--- config.mk ---
export PLATFORM = sky130hd
export DESIGN_NAME = acs_queue
export DESIGN_NICKNAME = d
export VERILOG_FILES = /design/src/acs_pkg.sv /design/src/acs_queue.sv
export SDC_FILE = /design/constraint.sdc
export NUM_CORES = 1
export LEC_CHECK = 0
export BUFFER_PORTS_ARGS = -buffer_cell sky130_fd_sc_hd__buf_2
export CAP_MARGIN = 20
export CORE_MARGIN = 5
export CORE_UTILIZATION = 30
export DETAILED_ROUTE_END_ITERATION = 10
export PLACE_DENSITY_LB_ADDON = 0.1
export SLEW_MARGIN = 40
export SYNTH_ARGS = -nofsm -noshare
export SYNTH_HDL_FRONTEND = slang
export SYNTH_SLANG_ARGS = --single-unit
--- constraint.sdc ---
create_clock -name clk -period 2 [get_ports clk]
set_input_delay 0.4 -clock clk [delete_from_list [all_inputs] [get_ports clk]]
set_output_delay 0.4 -clock clk [all_outputs]
set_load 0.03 [all_outputs]
--- src/acs_pkg.sv ---
package acs_pkg;

  // default store sizes
  localparam int unsigned MAIN_DEPTH_DEF = 2048;
  localparam int unsigned IO_DEPTH_DEF   = 32;

  // command queue between front and back
  localparam int unsigned QUEUE_DEPTH = 2;
  localparam int unsigned QPTR_W      = $clog2(QUEUE_DEPTH);
  localparam int unsigned QCNT_W      = $clog2(QUEUE_DEPTH + 1);

  // request operation codes
  localparam logic [2:0] OPER_WR_MAIN = 3'd0;
  localparam logic [2:0] OPER_WR_IO   = 3'd1;
  localparam logic [2:0] OPER_EXEC    = 3'd2;
  localparam logic [2:0] OPER_RD_MAIN = 3'd3;
  localparam logic [2:0] OPER_RD_IO   = 3'd4;

  // instruction opcodes
  localparam logic [4:0] OP_WM   = 5'h01;
  localparam logic [4:0] OP_RM   = 5'h02;
  localparam logic [4:0] OP_BR   = 5'h03;
  localparam logic [4:0] OP_RIO  = 5'h04;
  localparam logic [4:0] OP_WIO  = 5'h05;
  localparam logic [4:0] OP_WB   = 5'h06;
  localparam logic [4:0] OP_WIB  = 5'h07;
  localparam logic [4:0] OP_WACC = 5'h09;
  localparam logic [4:0] OP_RACC = 5'h0B;
  localparam logic [4:0] OP_SWAP = 5'h0E;
  localparam logic [4:0] OP_BRLT = 5'h11;
  localparam logic [4:0] OP_BRGT = 5'h12;
  localparam logic [4:0] OP_BRNE = 5'h13;
  localparam logic [4:0] OP_BRE  = 5'h14;
  localparam logic [4:0] OP_SHR  = 5'h15;
  localparam logic [4:0] OP_SHL  = 5'h16;
  localparam logic [4:0] OP_XOR  = 5'h17;
  localparam logic [4:0] OP_NOT  = 5'h18;
  localparam logic [4:0] OP_OR   = 5'h19;
  localparam logic [4:0] OP_AND  = 5'h1A;
  localparam logic [4:0] OP_MUL  = 5'h1B;
  localparam logic [4:0] OP_SUB  = 5'h1D;
  localparam logic [4:0] OP_ADD  = 5'h1E;
  localparam logic [4:0] OP_EOP  = 5'h1F;

  // request class decided by the front
  typedef enum logic [2:0] {
    K_WR_MAIN,
    K_WR_IO,
    K_EXEC,
    K_RD_MAIN,
    K_RD_IO,
    K_NONE
  } kind_t;

  typedef struct packed {
    kind_t       kind;
    logic [10:0] address;
    logic [7:0]  value;
  } acs_cmd_t;

  // one queue slot with its valid mark
  typedef struct packed {
    logic     valid;
    acs_cmd_t cmd;
  } acs_slot_t;

  typedef enum logic [2:0] {
    S_IDLE,
    S_FETCH_LO,
    S_DECODE,
    S_EXEC,
    S_RD_WAIT,
    S_RESP
  } state_t;

  typedef struct packed {
    logic zf;
    logic cf;
    logic sf;
    logic of;
  } flags_t;

  // reduce an 11-bit address below depth by conditional subtraction
  function automatic logic [10:0] wrap_index(input logic [10:0] a, input int unsigned depth);
    logic [13:0] x;
    logic [13:0] d1;
    logic [13:0] d2;
    logic [13:0] d4;
    x  = {3'b000, a};
    d1 = 14'(depth);
    d2 = 14'(depth * 2);
    d4 = 14'(depth * 4);
    if (x >= d4) x = x - d4;
    if (x >= d2) x = x - d2;
    if (x >= d1) x = x - d1;
    return x[10:0];
  endfunction

endpackage

--- src/acs_queue.sv ---
module acs_queue
  import acs_pkg::*;
(
  input  logic      clk,
  input  logic      rst,
  input  acs_slot_t push,
  input  logic      pop,
  output logic      full,
  output acs_slot_t head
);

  acs_cmd_t           slots [QUEUE_DEPTH];
  logic [QPTR_W-1:0]  wr_ptr;
  logic [QPTR_W-1:0]  rd_ptr;
  logic [QCNT_W-1:0]  count;
  logic               do_pop;

  assign full       = (count == QCNT_W'(QUEUE_DEPTH));
  assign head.valid = (count != '0);
  assign head.cmd   = slots[rd_ptr];
  assign do_pop     = pop && head.valid;

  // pointer and occupancy
  always_ff @(posedge clk) begin
    if (rst) begin
      wr_ptr <= '0;
      rd_ptr <= '0;
      count  <= '0;
    end else begin
      if (push.valid) begin
        wr_ptr <= (wr_ptr == QPTR_W'(QUEUE_DEPTH - 1)) ? '0 : wr_ptr + 1'b1;
      end
      if (do_pop) begin
        rd_ptr <= (rd_ptr == QPTR_W'(QUEUE_DEPTH - 1)) ? '0 : rd_ptr + 1'b1;
      end
      if (push.valid && !do_pop) begin
        count <= count + 1'b1;
      end else if (!push.valid && do_pop) begin
        count <= count - 1'b1;
      end
    end
  end

  // slot storage
  always_ff @(posedge clk) begin
    if (push.valid) begin
      slots[wr_ptr] <= push.cmd;
    end
  end

endmodule

---- Yosys cells after proc, flatten, opt, wreduce, memory -nomap -nowiden ----
Memories as Yosys holds them, arrays and structs flattened. A register that Yosys moved wholly into a read port is not among the register bits.
Cells that the tools add are included.
word-level totals
  register bits ........................... 4
  memory bits (writable) .................. 44
  output and inout port bits .............. 24
  word-level logic and storage cells ...... 24
  memories ................................ 1
operators by class
  $add $sub $neg .......................... 4
  equality and inequality tests ........... 1
  mux-type cells .......................... 8
  reduce and logical (&&, ||, !) cells .... 7
memory list
  name   depth  bits a word  rd ports  clocked after Yosys merged registers in  wr ports  RTL line         text
  slots  2      22           1         1                                        1         acs_queue.sv:12  acs_cmd_t slots [QUEUE_DEPTH];
operators by type and width
  kind                                                                 count
  1-bit two-way mux                                                    6
  2-bit two-way mux                                                    2
  2-bit nonzero test                                                   2
  1-bit logical AND                                                    3
  1-bit adder (second input constant)                                  2
  2-bit by 1-bit adder with 2-bit output (second input constant)       1
  2-bit equality test (second input constant)                          1
  1-bit logical NOT                                                    2
  2-bit by 1-bit subtractor with 2-bit output (second input constant)  1

---- Depth between registers and ports, before layout ----
  word-level depth ........................ 5
  depth in mapped cells ................... 5
  mapped depth without buffers ............ 5

---- Worst setup path after synthesis ----
Ideal clock, no wire load.
  kind .................................... input-to-reg
  from .................................... input port push[22] (netlist bit)
  to ...................................... memory slots[0][0] (netlist bit), enable pin
  setup time .............................. 403 ps
  data arrival time ....................... 1420 ps
  data required time ...................... 1597 ps
  slack ................................... 176 ps
  stages on the path ...................... 1
  buffers on the path ..................... 0
  path through ............................ nor2b_1
between the ends
  word-level cells in the longest chain between the ends .. 2
ends and longest elaborated chain
  item                                     RTL line         text
  from (decl)                              acs_queue.sv:6   input acs_slot_t push,
  1-bit two-way mux                        acs_queue.sv:46  if (push.valid) begin
  1-bit two-way mux (implied by the code)  acs_queue.sv:47  slots[wr_ptr] <= push.cmd;
  to (decl)                                acs_queue.sv:12
No other way between the ends.

==> impl_metrics.csv <==
group,metric,value,unit
power_and_ir_drop,p_total,2.96,mW
floorplanning,ios,50,
power_and_ir_drop,switching_power,0.903,mW
floorplanning,num_rows,28,
power_and_ir_drop,netSwitchingFraction,0.305,
synthesis,yosysSeqAreaShare,0.794,
final_layout,final_cells,226,
detailed_routing,vias_per_cell,4.21,
cts,clk_latency,0.29,ns
timing,worst_pin_slew,0.439,ns
place,numPortBuffers,49,
detailed_routing,num_vias,951,
cts,htree_levels,2,
outcome,status,"finished, final reports clean",
worst_setup_path,slowest_stage,"mux2_2",
final_layout,final_area,2300,um^2
floorplanning,die_y,87.3,um
power_and_ir_drop,combPwrFrac,0.304,
place,placed_area,2170,um^2
global_routing,grt-ovfl-total,0,
worst_setup_path,cp_top_family,"buffers and inverters",
floorplanning,dieArea,7610,um^2
global_routing,grt_pass1_vias,1047,
power_and_ir_drop,power.internal,2.06,mW
power_and_ir_drop,pwr-share-seq,0.425,
cts,cts_tree,"done",
global_routing,grt_pass1_wl,5050,um
timing,slew_headroom,0.704,
worst_setup_path,path_max_fanout,12,
place,place_congestion,0.640,
place,placedCellCount,218,
floorplanning,coreArea,5850,um^2
worst_setup_path,crit_chain,"buf_4, mux2_2, buf_2",
final_layout,drive_above_1_share,0.583,
detailed_routing,wl_per_cell,14.1,um
floorplanning,die_x,87.3,um
global_routing,grt_util_all_layers,0.0895,
power_and_ir_drop,leakagePower,0.881,nW
synthesis,yosysWarnings,0,
timing,layout_min_cycle_time,1.77,ns
synthesis,synth_nets,117,
place,dp_hpwl,2250,um
cts,cts.path.max_buffers,2,
final_layout,areaGrowthSynthToFinish,28.5,%
cts,path_clk_slew,0.08,ns
timing,rsz0062_at_grt,"no",
synthesis,syn_inst,90,
cts,clkSinkCount,49,
timing,fmax,566,MHz
global_routing,grt_start_max_net_pins,16,
timing,fin_setup_tns,0,ns
worst_setup_path,worstSetupEndpointType,"primary output",
detailed_routing,ant_nets,0,
timing,finalHoldViolCount,0,
floorplanning,start_util,0.306,
worst_setup_path,worstPathRequired,1.60,ns
timing,setup_ws,0.234,ns
power_and_ir_drop,ir_drop,0.783,mV
cts,cts-root-buf,"clkbuf_8",
worst_setup_path,critPathKind,"flop to primary output",
detailed_routing,drt_iter0_drc,47,
detailed_routing,drc,0,
synthesis,synth.distinct_cells,15,
detailed_routing,wirelength,3180,um
run,maxCapViolCount,0,
final_layout,antenna_cells,0,
timing,finalCritPeriodShare,0.883,
cts,holdBufCountCts,0,
worst_setup_path,crit_buf_inv,2,
worst_setup_path,critPathArrivalTime,1.37,ns
power_and_ir_drop,clkPwrFrac,0.271,
final_layout,layout.nets,177,
min_path,worstHoldPathType,"primary input to flop",
synthesis,syn_area,1790,um^2
worst_setup_path,cp_slowest_stage_delay,0.35,ns
cts,cts_resized,0,
cts,cts_setup_buffers,0,
detailed_routing,first_pass_iters,4,
timing,finalMaxSlewViolations,0,
cts,cts_buffers,5,
synthesis,synth_seq_cells,49,
global_routing,antenna_found_initial,0,
timing,finalClockSkew,0.00179,ns
synthesis,avgSynthCellArea,19.9,um^2
timing,setup_viol,0,
worst_setup_path,worst_setup_path_start_kind,"flop",
power_and_ir_drop,p_per_area,1290,nW/um^2
place,dp_slack,0.327,ns
## cells by family (layout without fill, tap and decap cells)
| group | after synthesis | in the layout | share of synthesized area |
|---|---|---|---|
| DFF | 49 | 49 | 0.794 |
| muxes | 22 | 22 | 0.138 |
| and+or+nand+nor | 9 | 9 | 0.0273 |
| xor gates and xnor gates | 4 | 4 | 0.0196 |
| AOI/OAI and AO/OA | 3 | 3 | 0.00838 |
| buffers and inverters | 2 | 63 | 0.00559 |
| adders and majority gates | 1 | 1 | 0.00699 |
## state kept, by name, indices dropped and copies added (netlist names), named ones only
name and flops:
slots 44, count 2, rd_ptr 1, wr_ptr 1
## layout by cell type, fill, tap and decap left out, drive strengths merged
cell	netlist	final
and2	1	1
or3	1	1
or2	1	1
clkinv	0	1
o21ai	2	2
and2b	1	1
nor2	4	4
clkbuf	0	5
xnor2	1	1
nor2b	1	1
bufinv	0	2
buf	2	55
ha	1	1
a21oi	1	1
mux2	22	22
dfxtp	5	5
xor2	3	3
edfxtp	44	44
## worst register-to-register path, stage by stage (launching register included)
cell and delay (ns):
dfxtp_1 0.36, o21ai_0 0.39, ha_1 0.35, or3_1 0.36, a21oi_1 0.15
## metrics by stage
step                 util  hold WS [ns]
finish              0.393         0.291
CTS                 0.393         0.279
detailed placement  0.370         0.505
global placement    0.370         0.486
floorplan               -         0.466
global route        0.393         0.265
## final cells by class
cell class | instances | area, um^2
Multi-Input combinational cell | 39 | 362
Timing Repair Buffer | 55 | 290
Tap cell | 75 | 93.8
Fill cell | 554 | 3550
Clock buffer | 5 | 68.8
Sequential cell | 49 | 1420
Clock inverter | 3 | 65.1
## per-layer routing
layer  GRT usage  vias up  wire length [um]
li1            -      458                 -
met1       0.108      467              1360
met2       0.146       24              1630
met3      0.0360        2               172
met4      0.0293        0                23
met5           0        -                 0
## power by group through the flow
stage,logic (mW),clock network [mW],registers (mW)
floorplan,0.663,0,1.28
global placement,0.907,0,1.28
detailed placement,0.919,0,1.28
CTS,0.923,0.826,1.26
global route,0.975,0.879,1.27
finish,0.901,0.803,1.26
## cells in the mapped netlist (all sizes together)
library cell	instances	area share
ha	1	0.0070
o21ai	2	0.0056
dfxtp	5	0.056
nor2b	1	0.0035
or3	1	0.0035
mux2	22	0.14
nor2	4	0.0084
a21oi	1	0.0028
and2	1	0.0035
edfxtp	44	0.74
xnor2	1	0.0049
and2b	1	0.0049
or2	1	0.0035
buf	2	0.0056
xor2	3	0.015
## final timing paths
path / startpoint / endpoint / slack, ns / cells past startpoint
worst max-delay path: flop / head[21] / 0.23 / 3
worst min-delay path: push[1] / slots[0][1]$_DFFE_PP_ / 0.29 / 1
worst max register to register: count[0]$_SDFFE_PP0P_ / count[1]$_SDFFE_PP0P_ / 0.33 / 4
worst min register to register: rd_ptr$_SDFFE_PP0P_ / flop / 0.53 / 2
Note: power is estimated with default switching activity, not from simulation.
